==> src/rtl/qrs_sqrt.sv <==
// ----------------------------------------------------------------------------
// qrs_sqrt
// pipelined bit-pair square root of d * 2^(2*FRAC_BITS), one root bit a stage
// ----------------------------------------------------------------------------
module qrs_sqrt #(
    parameter int COEF_BITS = 16,
    parameter int FRAC_BITS = 16,
    parameter int SB_W      = 32
) (
    input  logic                         clk,
    input  logic                         rst_n,
    input  logic                         en,
    input  logic                         in_valid,
    input  logic [2*COEF_BITS+1:0]       d,
    input  logic [SB_W-1:0]              sb,
    output logic                         out_valid,
    output logic [2*COEF_BITS+1:0]       d_o,
    output logic [SB_W-1:0]              sb_o,
    output logic [COEF_BITS+FRAC_BITS:0] root
);

    localparam int DISC_W = 2 * COEF_BITS + 2;
    localparam int RT_W   = COEF_BITS + FRAC_BITS + 1;
    localparam int REM_W  = RT_W + 3;

    logic              v_reg    [RT_W];
    logic [REM_W-1:0]  rem_reg  [RT_W];
    logic [RT_W-1:0]   root_reg [RT_W];
    logic [DISC_W-1:0] d_reg    [RT_W];
    logic [SB_W-1:0]   sb_reg   [RT_W];

    genvar k;
    generate
        for (k = 0; k < RT_W; k++)
        begin : g_stage
            localparam int POS = 2 * (RT_W - 1 - k) - 2 * FRAC_BITS;

            logic              v_in;
            logic [REM_W-1:0]  rem_in;
            logic [RT_W-1:0]   root_in;
            logic [DISC_W-1:0] d_in;
            logic [SB_W-1:0]   sb_in;
            logic [1:0]        pair;
            logic [REM_W-1:0]  rem_sh;
            logic [REM_W-1:0]  trial;
            logic              ge;

            if (k == 0)
            begin : g_first
                assign v_in    = in_valid;
                assign rem_in  = '0;
                assign root_in = '0;
                assign d_in    = d;
                assign sb_in   = sb;
            end
            else
            begin : g_rest
                assign v_in    = v_reg[k-1];
                assign rem_in  = rem_reg[k-1];
                assign root_in = root_reg[k-1];
                assign d_in    = d_reg[k-1];
                assign sb_in   = sb_reg[k-1];
            end

            if (POS >= 0)
            begin : g_pair
                assign pair = d_in[POS +: 2];
            end
            else
            begin : g_zero
                assign pair = 2'b00;
            end

            always_comb
            begin
                rem_sh = {rem_in[REM_W-3:0], pair};
                trial  = REM_W'({root_in, 2'b01});
                ge     = (rem_sh >= trial);
            end

            always_ff @(posedge clk or negedge rst_n)
            begin
                if (!rst_n)
                begin
                    v_reg[k] <= 1'b0;
                end
                else if (en)
                begin
                    v_reg[k] <= v_in;
                end
            end

            always_ff @(posedge clk)
            begin
                if (en)
                begin
                    rem_reg[k]  <= ge ? (rem_sh - trial) : rem_sh;
                    root_reg[k] <= {root_in[RT_W-2:0], ge};
                    d_reg[k]    <= d_in;
                    sb_reg[k]   <= sb_in;
                end
            end
        end
    endgenerate

    assign out_valid = v_reg[RT_W-1];
    assign d_o       = d_reg[RT_W-1];
    assign sb_o      = sb_reg[RT_W-1];
    assign root      = root_reg[RT_W-1];

endmodule

==> config.mk <==
export PLATFORM = sky130hd
export DESIGN_NAME = qrs_sqrt
export DESIGN_NICKNAME = d
export VERILOG_FILES = /design/src/rtl/qrs_sqrt.sv
export SDC_FILE = /design/constraint.sdc
export NUM_CORES = 2
export LEC_CHECK = 0
export BUFFER_PORTS_ARGS = -buffer_cell sky130_fd_sc_hd__buf_2
export CAP_MARGIN = 20
export CORE_MARGIN = 2
export CORE_UTILIZATION = 55
export CTS_CLUSTER_SIZE = 12
export DETAILED_ROUTE_END_ITERATION = 12
export PLACE_DENSITY = 0.69
export RECOVER_POWER = 25
export SYNTH_ARGS = -nofsm -noshare
export SYNTH_HDL_FRONTEND = slang
export SYNTH_MEMORY_MAX_BITS = 65536
export SYNTH_SLANG_ARGS = --single-unit
==> constraint.sdc <==
create_clock -name clk -period 4.15 [get_ports clk]
set_clock_uncertainty 0.1 [all_clocks]
set_input_delay 0.83 -clock clk [delete_from_list [all_inputs] [get_ports clk]]
set_output_delay 0.83 -clock clk [all_outputs]
set_load 0.01 [all_outputs]
==> flow_summary.ini <==
[routing]
ant_nets = 0
dr_total_vias = 83700
drtPass1Iterations = 7
routed_wl_um = 286000
drc = 0
avgRoutedWirePerCell_um = 19.1
vias_per_cell = 5.58
drt-initial-drc-count = 6489

[power_and_ir_drop]
p_per_area_nw_per_um2 = 553
power_leakage_nw = 64.8
irDropWorstVdd_mv = 0.368

[floorplanning]
dieArea_um2 = 288000
die_w_um = 536
core_um2 = 282000
start_util_pct = 55.3
rows = 195
fp.dieH_um = 536
boundaryPins = 170

[setup_path]
critPathLaunch = rem_reg[0][1008]
r2r-end = rem_reg[0][1074]
crit_end = rem_reg[0][1074]
worstSetupStartpointType = register
arrival_ns = 4.57
crit_path_end_kind = register
crit_type = reg2reg
r2r_slack_ns = 0.13
reg2regPathDepth = 11
worstPathRequired_ns = 4.70
rr_startpoint = rem_reg[0][1008]
critical_path_peak_fanout = 3

[timing]
max_freq_mhz = 249
hold_violations = 0
setup_viol_count_final = 0
rsz0062_at_grt = no
fin_crit_ns = 4.02
slew_headroom_pct = 36.5
drv_slew = 0
tns_ns = 0
min_period_over_period_pct = 96.9
max_slew.worst_pin.slew_ns = 0.953
hold_slack_ns = 0.155

[yosys]
synth.avg_cell_area_um2 = 15.1
ys_warn_count = 0
synthCells = 10300
synth_top_area_share_pct = 72.5
muxShareOfSynthArea_pct = 1.00
synth_cell_type_count = 92
synth_edf_count = 3761
synth_compound_area_share_pct = 7.45
syn-num-nets = 11000
async_flop_share_pct = 0.870
synth_fa_ha_area_share_pct = 4.73
synth_top_area_cell = edfxtp_1
synth_top_family_by_area = compound AO/OA/AOI/OAI gates
synth-main-ff-cell = edfxtp_1
synth_xor_area_share_pct = 4.69
ys_seq_area_share_pct = 73.0
netlist_area_um2 = 156000
yosys.area_share.simple_pct = 7.02
synth-seq-cells = 3794
synth.top_cells.by_area = edfxtp_1 72%, ha_1 4.5%, xnor2_1 2.5%, xor2_1 2.2%, a21oi_1 1.7%

[clock_tree]
clkSlewWorstSetupHoldPaths_ns = 0.06
root_buffer = clkbuf_16
h-tree-depth = 5
cts_tree = yes
insertion_delay_ns = 0.93
clockBufferDepth = 4
cts_sinks = 3794
cts_buffers = 390
post_cts_buffers = 0

[placed_design]
gp_congestion = 0.933
hpwl_um = 198000
port_buffers = 169

[finish]
syn2layout_area_growth_pct = 12.6
drive_above_1_share_pct = 9.73
fillCellCount = 20500
nNetsFinal = 11700
largest_register_ffs = 1122

[grt]
grt_usage_pct = 19.7
grt_max_degree = 128
grt.overflow.total = 0
grt_pass1_vias = 83000
antenna_found_initial = 11
grt_pass1_wl_um = 451000

[min_path]
worstHoldPathType = in2reg
hp-start = d[10]

[run_status]
status = completed

[job]
drv_cap = 0
through the flow:
stage,cell area (µm²),power (mW),cells,utilization [%],setup slack [ns]
floorplan,156000,60.0,10300,-,0.461
global placement,163000,64.9,14300,57.8,0.220
detailed placement,163000,65.4,14300,57.8,0.138
CTS,175000,97.9,15000,62.2,0.129
global route,175000,101,15000,62.2,0.00253
finish,175000,96.9,15000,62.2,0.131
cell type report:
type	count	area [µm²]	share of cell area (%)
Clock buffer	489	10200	5.81
Antenna cell	3	7.51	0.00428
Clock inverter	148	1450	0.824
Tap cell	3743	4680	2.67
Timing Repair Buffer	466	3850	2.20
Sequential cell	3794	114000	64.8
Inverter	707	2650	1.51
Multi-Input combinational cell	5647	38800	22.1
Yosys cell counts, types with 24 or more instances:
cell	number
edfxtp_1	3761
inv_1	701
nand2_1	633
ha_1	565
nor2_1	540
a21oi_1	532
o21ai_0	500
xnor2_1	444
xor2_1	390
a21o_1	228
nor3_1	211
nand3_1	148
mux2_2	136
clkbuf_1	134
nor4_1	120
o21a_1	108
nand2b_1	106
or3_1	94
nor2b_1	67
o21bai_1	63
a211oi_1	60
nand4_1	60
or4_1	57
o31ai_1	56
o211ai_1	42
a31oi_1	39
and3_1	38
or2_2	38
dfrtp_1	33
nand3b_1	26
and2_1	24
metal layers:
layer	GRT usage, %	up-vias	routed length, µm
met5	0	-	24
met4	6.87	4	9520
met3	2.99	604	14700
met2	32.2	2240	136000
met1	27.2	40800	126000
li1	-	40100	-
critical path, cell delays in order (launching register included):
cell and delay (ns):
edfxtp_1 0.38, ha_1 0.25, fa_1 0.45, a211oi_1 0.36, nor3_1 0.17, o211a_1 0.30
a21oi_1 0.38, o21ai_0 0.34, a2111oi_0 0.49, o21bai_1 0.12, xor2_1 0.15, mux2_2 0.27
how the worst min path moves through the flow:
stage | endpoint | slack, ns | cells past startpoint
2_1_floorplan | d_reg[0][100] | 0.30 | 0
3_3_place_gp | d_reg[0][162] | 0.30 | 0
3_5_place_dp | d_reg[0][111] | 0.30 | 0
4_1_cts | d_reg[0][10] | 0.0003 | 1
5_1_grt | d_reg[0][10] | 0.09 | 1
6_report | d_reg[0][10] | 0.16 | 1
repair_timing:
action                                  4_1_cts  5_1_grt
resized for setup                             0        5
endpoints found under the hold margin        98        0
hold buffers                                 66        0
endpoints found under the setup margin        0       51
power by group:
group,switching (mW),leakage [nW],internal (mW)
logic,8.62,22.6,6.47
clock network,13.8,5.63,18.3
registers,2.57,36.6,47.2
cell families (layout without fill, tap and decap cells):
| logic type | count (synthesis) | after routing |
|---|---|---|
| AOI/OAI and AO/OA | 1852 | 1852 |
| xor gates and xnor gates | 834 | 834 |
| adders and majority gates | 580 | 580 |
| buffers and inverters | 874 | 1810 |
| DFF | 3794 | 3794 |
| muxes | 139 | 139 |
| other | 1 | 4 |
| and+or+nand+nor | 2241 | 2241 |
cells in the final DEF, fill, tap and decap left out, types with 33 or more instances in the layout:
cell | netlist | routed
edfxtp_1 | 3761 | 3761
inv_1 | 701 | 701
nand2_1 | 633 | 633
ha_1 | 565 | 565
nor2_1 | 540 | 540
a21oi_1 | 532 | 531
o21ai_0 | 500 | 498
xnor2_1 | 444 | 444
clkbuf_16 | 0 | 392
xor2_1 | 390 | 390
a21o_1 | 228 | 228
nor3_1 | 211 | 211
buf_4 | 2 | 183
buf_2 | 13 | 166
nand3_1 | 148 | 148
mux2_2 | 136 | 136
nor4_1 | 120 | 120
o21a_1 | 108 | 108
nand2b_1 | 106 | 106
clkbuf_1 | 134 | 97
or3_1 | 94 | 94
nor2b_1 | 67 | 67
dlygate4sd3_1 | 0 | 66
clkinv_1 | 2 | 65
o21bai_1 | 63 | 63
nand4_1 | 60 | 60
a211oi_1 | 60 | 59
or4_1 | 57 | 57
o31ai_1 | 56 | 56
buf_12 | 0 | 49
o211ai_1 | 42 | 42
or2_2 | 38 | 38
and3_1 | 38 | 38
a31oi_1 | 39 | 37
clkinv_2 | 0 | 34
dfrtp_1 | 33 | 33
Power figures use the tool's default switching activity.
