**src/rtl/qrs_disc.sv**
```systemverilog
// ----------------------------------------------------------------------------
// qrs_disc
// two-stage discriminant: products, then b*b - 4*a*c
// ----------------------------------------------------------------------------
module qrs_disc #(
    parameter int COEF_BITS = 16
) (
    input  logic                       clk,
    input  logic                       rst_n,
    input  logic                       en,
    input  logic                       in_valid,
    input  logic signed [COEF_BITS-1:0] a,
    input  logic signed [COEF_BITS-1:0] b,
    input  logic signed [COEF_BITS-1:0] c,
    output logic                       out_valid,
    output logic signed [COEF_BITS-1:0] a_o,
    output logic signed [COEF_BITS-1:0] b_o,
    output logic signed [2*COEF_BITS+1:0] d_o
);

    localparam int PROD_W = 2 * COEF_BITS;
    localparam int DISC_W = 2 * COEF_BITS + 2;

    logic                        v1_reg;
    logic signed [PROD_W-1:0]    bb_reg;
    logic signed [PROD_W-1:0]    ac_reg;
    logic signed [COEF_BITS-1:0] a1_reg;
    logic signed [COEF_BITS-1:0] b1_reg;

    logic                        v2_reg;
    logic signed [DISC_W-1:0]    d2_reg;
    logic signed [COEF_BITS-1:0] a2_reg;
    logic signed [COEF_BITS-1:0] b2_reg;

    logic signed [DISC_W-1:0]    d_next;

    always_comb
    begin
        d_next = DISC_W'(bb_reg) - (DISC_W'(ac_reg) <<< 2);
    end

    always_ff @(posedge clk or negedge rst_n)
    begin
        if (!rst_n)
        begin
            v1_reg <= 1'b0;
            v2_reg <= 1'b0;
        end
        else if (en)
        begin
            v1_reg <= in_valid;
            v2_reg <= v1_reg;
        end
    end

    always_ff @(posedge clk)
    begin
        if (en)
        begin
            bb_reg <= b * b;
            ac_reg <= a * c;
            a1_reg <= a;
            b1_reg <= b;
            d2_reg <= d_next;
            a2_reg <= a1_reg;
            b2_reg <= b1_reg;
        end
    end

    assign out_valid = v2_reg;
    assign a_o       = a2_reg;
    assign b_o       = b2_reg;
    assign d_o       = d2_reg;

endmodule

```
**config.mk**
```make
export PLATFORM = sky130hd
export DESIGN_NAME = qrs_disc
export DESIGN_NICKNAME = d
export VERILOG_FILES = /design/src/rtl/qrs_disc.sv
export SDC_FILE = /design/constraint.sdc
export NUM_CORES = 1
export LEC_CHECK = 0
export CAP_MARGIN = 20
export CORE_UTILIZATION = 45
export CTS_BUF_LIST = sky130_fd_sc_hd__clkbuf_16
export CTS_CLUSTER_DIAMETER = 100
export CTS_CLUSTER_SIZE = 10
export DETAILED_ROUTE_END_ITERATION = 10
export DONT_BUFFER_PORTS = 1
export GPL_TIMING_DRIVEN = 0
export HOLD_SLACK_MARGIN = 0.03
export PLACE_DENSITY = 0.57
export SYNTH_ARGS = -nofsm -noshare
export SYNTH_HDL_FRONTEND = slang
export SYNTH_SLANG_ARGS = --single-unit
```
**constraint.sdc**
```tcl
create_clock -name clk -period 7.7 [get_ports clk]
set_clock_uncertainty 0.05 [all_clocks]
set_input_delay 1.54 -clock clk [delete_from_list [all_inputs] [get_ports clk]]
set_output_delay 1.54 -clock clk [all_outputs]
set_load 0.02 [all_outputs]
```
==> impl_results.md, run 1 <==
- Status: finished, final reports clean
- Routed Wire Length: 57800 um
- Die height: 239 um
- Max-cap violation count: 0
- Cells after Synth: 2470
- RSZ-0062 raised after global routing: yes
- Synth Area per Inst: 10.2 sq um
- Max reg flops: 33
- Top post-synthesis cells by count: inv_1, fa_1, nand2_1, ha_1, and2_1
- Post-synth top flop: edfxtp_1
- # IOs: 119
- I/O Buffers: 0
- Layout cells sized above 1: 3.76%
- YS warnings: 0
- Worst hold path depth: 0
- Vias in the first global route: 18200
- Crit Path Class: input pin to flip-flop
- Num rows: 86
- Post-synth EDFFs: 158
- DR vias/cell: 5.10
- Worst Tran Pin Value: 0.717 ns
- Iteration-0 DRC Markers: 1015
- Number of buffers created by CTS: 17
- Critical R2R Launch: bb_reg[2]
- Hpwl dp: 48400 um
- Tightest Hold Check Type: flip-flop to flip-flop
- 1st-pass router iterations: 7
- Critical-path top delay cell: o31ai_1
- Vias: 16600
- Sequential-to-total area share from yosys stat: 19.0%
- Post-synth ARST share: 1.25%
- Gr ovfl total: 0
- Final hold violations: 0
- Post-Syn Nets: 3223
- Crit path launch type: input pin
- Worst r2r dst: d_o[30]
- Hold EP: b_o[4]
- Core Footprint: 55300 sq um
- Total track usage: 22.0%
- Final ANT Viol Nets: 0
- Initial antenna violation count: 1
- Synth area leader: fa_1
- Final period util: 98.2%
- Max Slew Vio Count: 0
- Root buffer cell: clkbuf_16
- Data arrival time of the critical path: 7.74 ns
- Post-route cell area: 26800 sq um
- Die width: 239 um
- N_diodes: 0
- Minimum clock period: 7.56 ns
- Hold Worst Slack: 0.364 ns
- CP Buf/Inv Count: 5
- Reg2Reg Depth: 12
- Placed cell area: 26200 sq um
- Nets: 3242
- R2R Setup Slk: 4.43 ns
- Flops & latches, synth: 160
- Largest buffer count on any clock path: 2
- Post-Syn Area: 25200 sq um
- Gpl congestion: 0.890
- Clk slew on worst S/H paths: 0.07 ns
- CTS tree: built
- Pin count of the biggest net entering global routing: 161
- DRC viols: 0
- Post-DR wirelength/cell: 17.8 um
- Max Clk Rate: 132 MHz
- Most used cell, CP: fa_1
- First-pass GRT wire length: 95200 um
- Crit end category: flip-flop
- Critical path fanouts, max: 10
- Layout area overhead: 6.31%
- # fillers: 5308
- Required time of the critical path: 7.88 ns
- Die area: 57000 sq um
- Slew Limit Headroom: 52.2%
- CTS H-tree lvls: 4
- Final setup viols: 0
- Area contributors post-synth: fa_1, edfxtp_1, ha_1
- Effective utilization at floorplan: 45.6%
- Synth unique cells: 69
- Post-synth top area share: 39.4%
- CP top delay family: adder cells
- HP Start: b1_reg[4]
- CP Launch Point: b[1]
- Most frequent cell after synthesis: inv_1
- Skew-Pair Late Insertion Delay: 0.47 ns
- Critical path, cell by cell: clkbuf_2, clkbuf_1, nand2_1, fa_1, fa_1, fa_1, inv_1, fa_1, fa_1, inv_1, fa_1, inv_1, ha_1, a21oi_1, o21ai_0, a211oi_1, o31ai_1, o221ai_1, o21bai_1, a21oi_1, xnor2_1
- Clock sink total: 160
- Largest stage delay, worst path: 0.60 ns
[final cells by class]
type | instances | area (sq um) | area share (%)
Multi-Input combinational cell | 1597 | 17800 | 66.3
Inverter | 654 | 2450 | 9.15
Sequential cell | 160 | 4790 | 17.9
Timing Repair Buffer | 2 | 15.0 | 0.0560
Clock buffer | 17 | 425 | 1.59
Clock inverter | 15 | 156 | 0.583
Buffer | 57 | 263 | 0.979
Tap cell | 748 | 936 | 3.49
[worst max-delay path by stage]
| stage | depth (start not counted) | endpoint |
|---|---|---|
| 2_1_floorplan | 22 | bb_reg[30] |
| 3_3_place_gp | 22 | bb_reg[30] |
| 3_5_place_dp | 20 | bb_reg[30] |
| 4_1_cts | 21 | ac_reg[31] |
| 5_1_grt | 21 | bb_reg[24] |
| 6_report | 21 | bb_reg[24] |
[cell usage in the layout (no fill, tap or decap), types with 5 or more instances in the layout]
| master | n |
|---|---|
| edfxtp_1 | 158 |
| ha_1 | 204 |
| a31o_2 | 6 |
| nand2_1 | 216 |
| nand2b_1 | 14 |
| a21oi_1 | 58 |
| a21o_1 | 34 |
| nor2_1 | 93 |
| xnor2_1 | 78 |
| fa_1 | 493 |
| or2_2 | 9 |
| clkbuf_1 | 27 |
| nand3_1 | 12 |
| clkbuf_16 | 17 |
| clkbuf_2 | 24 |
| o21bai_1 | 8 |
| nor3_1 | 18 |
| o21ai_0 | 21 |
| nand4_1 | 8 |
| o31ai_1 | 7 |
| buf_4 | 7 |
| nor2b_1 | 10 |
| xor2_1 | 25 |
| and2_1 | 168 |
| o211ai_1 | 5 |
| o21a_1 | 19 |
| inv_1 | 653 |
| and3_1 | 8 |
[routing by layer]
metal / vias up / global-route usage [%] / share of wire (%)
met5: - / 0 / 0
met4: 0 / 6.25 / 1.9
met3: 53 / 3.18 / 4.5
met2: 350 / 36.3 / 49
met1: 8614 / 30.2 / 44
li1: 7550 / - / -
[kinds of logic after synthesis]
family / after synthesis / synth area share (%)
xor gates and xnor gates: 103 / 3.57
and+or+nand+nor: 570 / 11.0
buffers and inverters: 713 / 10.6
AOI/OAI and AO/OA: 219 / 6.16
DFF: 160 / 19.0
adders and majority gates: 701 / 49.5
other: 1 / 0.0149
muxes: 3 / 0.129
[what timing repair did]
item	CTS	global route
buffers inserted	0	2
endpoints found under the setup margin	9	8
pin swaps	1	2
gates resized for setup	13	42
hold buffers	0	0
[stage by stage]
| step | utilization (%) | cells | setup TNS [ns] | setup slack (ns) |
|---|---|---|---|---|
| after floorplan | - | 2470 | 0 | 0.0340 |
| after global placement | 47.3 | 3218 | -9.68 | -1.19 |
| after detailed placement | 47.3 | 3218 | -9.97 | -1.21 |
| after CTS | 48.4 | 3250 | 0 | 0.00858 |
| after global routing | 48.5 | 3250 | -0.109 | -0.0721 |
| final | 48.5 | 3250 | 0 | 0.136 |
Power of run 1 is left out: the tool's default activity adds up to more than one toggle a clock period on the data nets, which glitch-free logic cannot reach.
==> run 2: changes to the inputs <==
==> constraint.sdc (replaced) <==
create_clock -name clk -period 7.4 [get_ports clk]
set_clock_uncertainty 0.05 [all_clocks]
set_input_delay 1.48 -clock clk [delete_from_list [all_inputs] [get_ports clk]]
set_output_delay 1.48 -clock clk [all_outputs]
set_load 0.02 [all_outputs]
==> run 2 against run 1 <==
Worst setup slack better by 0.082 ns. Cell count up 0.31%. First-iteration DRC count down 13%. Critical endpoint is now bb_reg[31]. Largest cell class unchanged. Highest routed layer is now met5.
==> impl_results.md, run 2 (synthesis results as in run 1) <==
- Commonest non-fill, non-tap cell in the layout: inv_1
- Gpl congestion: 0.903
- Initial antenna violation count: 7
- Crit path launch type: input pin
- Die area: 57000 sq um
- Pin count of the biggest net entering global routing: 161
- CTS H-tree lvls: 4
- Number of buffers created by CTS: 17
- Top Usage Layer GRT: met2
- Critical path fanouts, max: 10
- Dpl ws: -1.19 ns
- Final period util: 97.0%
- Tightest Hold Check Type: flip-flop to flip-flop
- Met2 Usage GRT: 36.4%
- Core Footprint: 55300 sq um
- Leading cell types in the layout, fill and taps excluded: inv_1, fa_1, nand2_1, ha_1, and2_1
- Nets: 3249
- Required time of the critical path: 7.56 ns
- Root buffer cell: clkbuf_16
- Total track usage: 21.8%
- Final setup viols: 0
- Clock sink total: 160
- Vias in the first global route: 18000
- Max reg flops: 33
- Post-route setup slack: 0.219 ns
- I/O Buffers: 0
- Vias: 16600
- Final hold violations: 0
- Routed Wire Length: 57600 um
- Effective utilization at floorplan: 45.6%
- Post-DR wirelength/cell: 17.7 um
- Fin Setup TNS: 0 ns
- Die width: 239 um
- Worst Tran Pin Value: 0.576 ns
- Data arrival time of the critical path: 7.34 ns
- Num rows: 86
- Gr ovfl total: 0
- Die height: 239 um
- Minimum clock period: 7.18 ns
- # hold bufs at CTS: 0
- CTS tree: built
- Slew Limit Headroom: 61.6%
- Iteration-0 DRC Markers: 882
- 1st-pass router iterations: 5
- Max Slew Vio Count: 0
- Hpwl dp: 47700 um
- Met3 Usage GRT: 3.23%
- First-pass GRT wire length: 94400 um
- Crit Path Class: input pin to flip-flop
- Layout area overhead: 7.03%
- # IOs: 119
- GR met1 Demand/Resource: 29.7%
- Layout cells sized above 1: 5.42%
- Crit end category: flip-flop
- Max Clk Rate: 139 MHz
- Status: finished, final reports clean
- Largest buffer count on any clock path: 2
- Max-cap violation count: 0
- DRC viols: 0
- Skew-Pair Late Insertion Delay: 0.48 ns
- Final ANT Viol Nets: 0
- DR vias/cell: 5.10
- Clk slew on worst S/H paths: 0.07 ns
==> run 2: cell count changes in the layout (fill, tap and decap cells not counted), sizes merged <==
cell / before / now
buf: 8 / 18
bufinv: 2 / 1
clkbuf: 68 / 65
clkinv: 4 / 3
clkinvlp: 3 / 6
diode: 0 / 3
inv: 660 / 659
==> run 2: through the flow <==
step,utilization (%),area [sq um],instances,hold WS (ns)
floorplan,-,25300,2470,0.350
global placement,47.4,26200,3218,0.351
detailed placement,47.4,26200,3218,0.355
CTS,48.5,26800,3251,0.371
global route,48.8,27000,3258,0.378
finish,48.8,27000,3260,0.371
==> run 2: final cells by class <==
class	instances	area [sq um]
antenna	3	7.51
buffer	57	322
clock buffer	17	425
clock inverter	15	134
fill	5296	28300
inverter	654	2460
multi-input combinational	1597	17900
sequential	160	4790
tap	748	936
timing repair buffer	9	67.6
==> run 2: final timing paths <==
check,slack [ns],start,cells past startpoint,endpoint
max,0.22,b[1],22,bb_reg[31]
min,0.37,a1_reg[10],0,a_o[10]
max reg2reg,4.11,bb_reg[2],12,d_o[30]
min reg2reg,0.37,a1_reg[10],0,a_o[10]
max in group asynchronous,6.59,rst_n,0,v1_reg
min in group asynchronous,0.65,rst_n,0,out_valid
==> run 2: critical path, cell delays in order <==
cell and delay (ns):
clkbuf_2 0.22, clkbuf_2 0.30, nand2_1 0.11, fa_1 0.50, inv_1 0.08, fa_1 0.55, ha_1 0.14, inv_1 0.05
fa_1 0.46, fa_1 0.54, inv_1 0.05, fa_1 0.43, ha_1 0.34, and3_1 0.18, a221o_1 0.37, a21oi_2 0.22
o22ai_1 0.18, a211o_1 0.40, a311oi_2 0.37, o31ai_1 0.14, a21oi_2 0.16, xnor2_1 0.07
==> run 2: routing by layer <==
| metal | part of all wire [%] | wire length (um) |
|---|---|---|
| met5 | 0.035 | 20 |
| met4 | 1.4 | 798 |
| met3 | 4.6 | 2650 |
| met2 | 50 | 28700 |
| met1 | 44 | 25400 |
==> run 2: repair_timing <==
action                     in CTS  in global routing
gates resized for setup        25                 83
setup endpoints to repair       9                 14
cloned                          0                  0
pin swaps                       2                 12
hold endpoints to repair        0                  0
buffers inserted                2                  7
Power of run 2 is left out for the same reason.
==> run 3: changes to the inputs <==
--- a/config.mk
+++ b/config.mk
@@ -6,6 +6,7 @@
 export NUM_CORES = 1
 export LEC_CHECK = 0
 export CAP_MARGIN = 20
+export CORE_MARGIN = 2
 export CORE_UTILIZATION = 45
 export CTS_BUF_LIST = sky130_fd_sc_hd__clkbuf_16
 export CTS_CLUSTER_DIAMETER = 100
==> constraint.sdc (replaced) <==
create_clock -name clk -period 6.9 [get_ports clk]
set_clock_uncertainty 0.05 [all_clocks]
set_input_delay 1.38 -clock clk [delete_from_list [all_inputs] [get_ports clk]]
set_output_delay 1.38 -clock clk [all_outputs]
set_load 0.02 [all_outputs]
==> run 3 against run 2 <==
Global-route usage increased by 0.34 points. Largest cell class unchanged. The flow now finishes with violations (setup timing). Worst setup slack lost 0.27 ns. Core utilization grew 1.3 points. Die area is 1.7% higher. Critical path depth grew 1.
==> impl_results.md, run 3 (synthesis results as in run 1) <==
- Critical path fanouts, max: 6
- Routed Wire Length: 59000 um
- Skew-Pair Late Insertion Delay: 0.48 ns
- Final setup viols: 2
- Slew Limit Headroom: 63.9%
- Vias in the first global route: 18400
- Crit end category: flip-flop
- Final hold violations: 0
- Tightest Hold Check Type: flip-flop to flip-flop
- Crit Path Class: input pin to flip-flop
- Status: complete, but fails checks
- Leading cell types in the layout, fill and taps excluded: inv_1, fa_1, nand2_1, ha_1, and2_1
- Final ANT Viol Nets: 0
- Minimum clock period: 6.95 ns
- Max-cap violation count: 0
- Layout area overhead: 9.87%
- Num rows: 86
- Crit path launch type: input pin
- Hpwl dp: 48100 um
- DRC viols: 0
- Die height: 241 um
- Effective utilization at floorplan: 45.6%
- Vias: 16800
- Largest buffer count on any clock path: 2
- Commonest non-fill, non-tap cell in the layout: inv_1
- Die width: 241 um
- Max Slew Vio Count: 0
- Violated checks: setup timing
- Core Footprint: 55300 sq um
- Die area: 58000 sq um
- # IOs: 119
- Gr ovfl total: 0
- First-pass GRT wire length: 96900 um
- Number of buffers created by CTS: 17
- Gpl congestion: 0.882
- Total track usage: 22.1%
- Nets: 3278
- CTS tree: built
- RSZ-0062 raised after global routing: yes
- Pin count of the biggest net entering global routing: 161
- Worst Tran Pin Value: 0.542 ns
- I/O Buffers: 0
- Fin Setup TNS: -0.0555 ns
- Placed cell area: 26400 sq um
- CTS H-tree lvls: 4
- Max reg flops: 33
- Post-route cell area: 27700 sq um
- Initial antenna violation count: 3
- Post-route setup slack: -0.0549 ns
- Final period util: 101%
- Clock sink total: 160
- Iteration-0 DRC Markers: 897
- Final Core Density: 50.1%
- Data arrival time of the critical path: 7.12 ns
- 1st-pass router iterations: 5
- Dpl ws: -1.06 ns
- Required time of the critical path: 7.07 ns
- Clk slew on worst S/H paths: 0.07 ns
- # fillers: 5236
- DR vias/cell: 5.10
- Max Clk Rate: 144 MHz
- Layout cells sized above 1: 8.67%
- # hold bufs at CTS: 0
- Post-DR wirelength/cell: 17.9 um
- Root buffer cell: clkbuf_16
run 3: cell count changes in the layout (fill, tap and decap cells not counted), moves of 7 or more:
cell      delta
clkbuf_4    +15
buf_4       +28
clkbuf_1     -7
ha_4         +9
ha_1         -8
inv_1        -7
clkbuf_2    -22
run 3: cell type report:
| class | count | area [sq um] | area share [%] |
|---|---|---|---|
| clock inverter | 15 | 160 | 0.578 |
| inverter | 654 | 2460 | 8.88 |
| tap | 748 | 936 | 3.38 |
| sequential | 160 | 4790 | 17.3 |
| timing repair buffer | 36 | 317 | 1.14 |
| multi-input combinational | 1597 | 18100 | 65.4 |
| buffer | 59 | 482 | 1.74 |
| clock buffer | 17 | 425 | 1.53 |
| antenna | 3 | 7.51 | 0.0271 |
run 3: final timing paths:
kind / startpoint / endpoint / slack (ns) / cells past startpoint
worst max-delay path: b[15] / bb_reg[30] / -0.05 / 23
worst min-delay path: a1_reg[4] / a_o[4] / 0.37 / 0
worst max register to register: bb_reg[2] / d_o[30] / 3.66 / 12
worst min register to register: a1_reg[4] / a_o[4] / 0.37 / 0
max in group asynchronous: rst_n / v1_reg / 6.19 / 0
min in group asynchronous: rst_n / v1_reg / 0.55 / 0
run 3: timing repair:
action / in CTS / in global routing
hold endpoints to repair: 0 / 0
setup endpoints to repair: 13 / 12
pin swaps: 9 / 51
setup buffers: 9 / 26
gates resized for setup: 61 / 81
cloned: 0 / 1
run 3: per-layer routing:
| metal | global-route usage, % | vias to the layer above | part of all wire [%] |
|---|---|---|---|
| met5 | 0 | - | 0 |
| met1 | 29.9 | 8744 | 44 |
| met3 | 3.92 | 59 | 5.0 |
| met2 | 36.8 | 363 | 50 |
| met4 | 5.87 | 0 | 1.8 |
| li1 | - | 7624 | - |
run 3: worst max-delay path: stages:
cell and delay [ns]:
clkinvlp_4 0.17, buf_12 0.21, nor2_4 0.10, fa_2 0.48, buf_12 0.15, fa_2 0.65
buf_6 0.12, fa_1 0.42, fa_1 0.49, fa_1 0.51, inv_1 0.05, fa_1 0.47
inv_1 0.04, ha_1 0.27, buf_6 0.14, and4_4 0.17, nor2b_4 0.13, and2_4 0.14
a22o_4 0.22, a2111oi_4 0.40, o31ai_2 0.13, a21oi_1 0.18, xnor2_1 0.09
run 3: per-stage QoR:
step / hold WS (ns) / std cells
after CTS: 0.372 / 3259
after floorplan: 0.350 / 2470
after global routing: 0.375 / 3286
final: 0.369 / 3289
after detailed placement: 0.355 / 3218
after global placement: 0.350 / 3218
Power of run 3 is left out for the same reason.
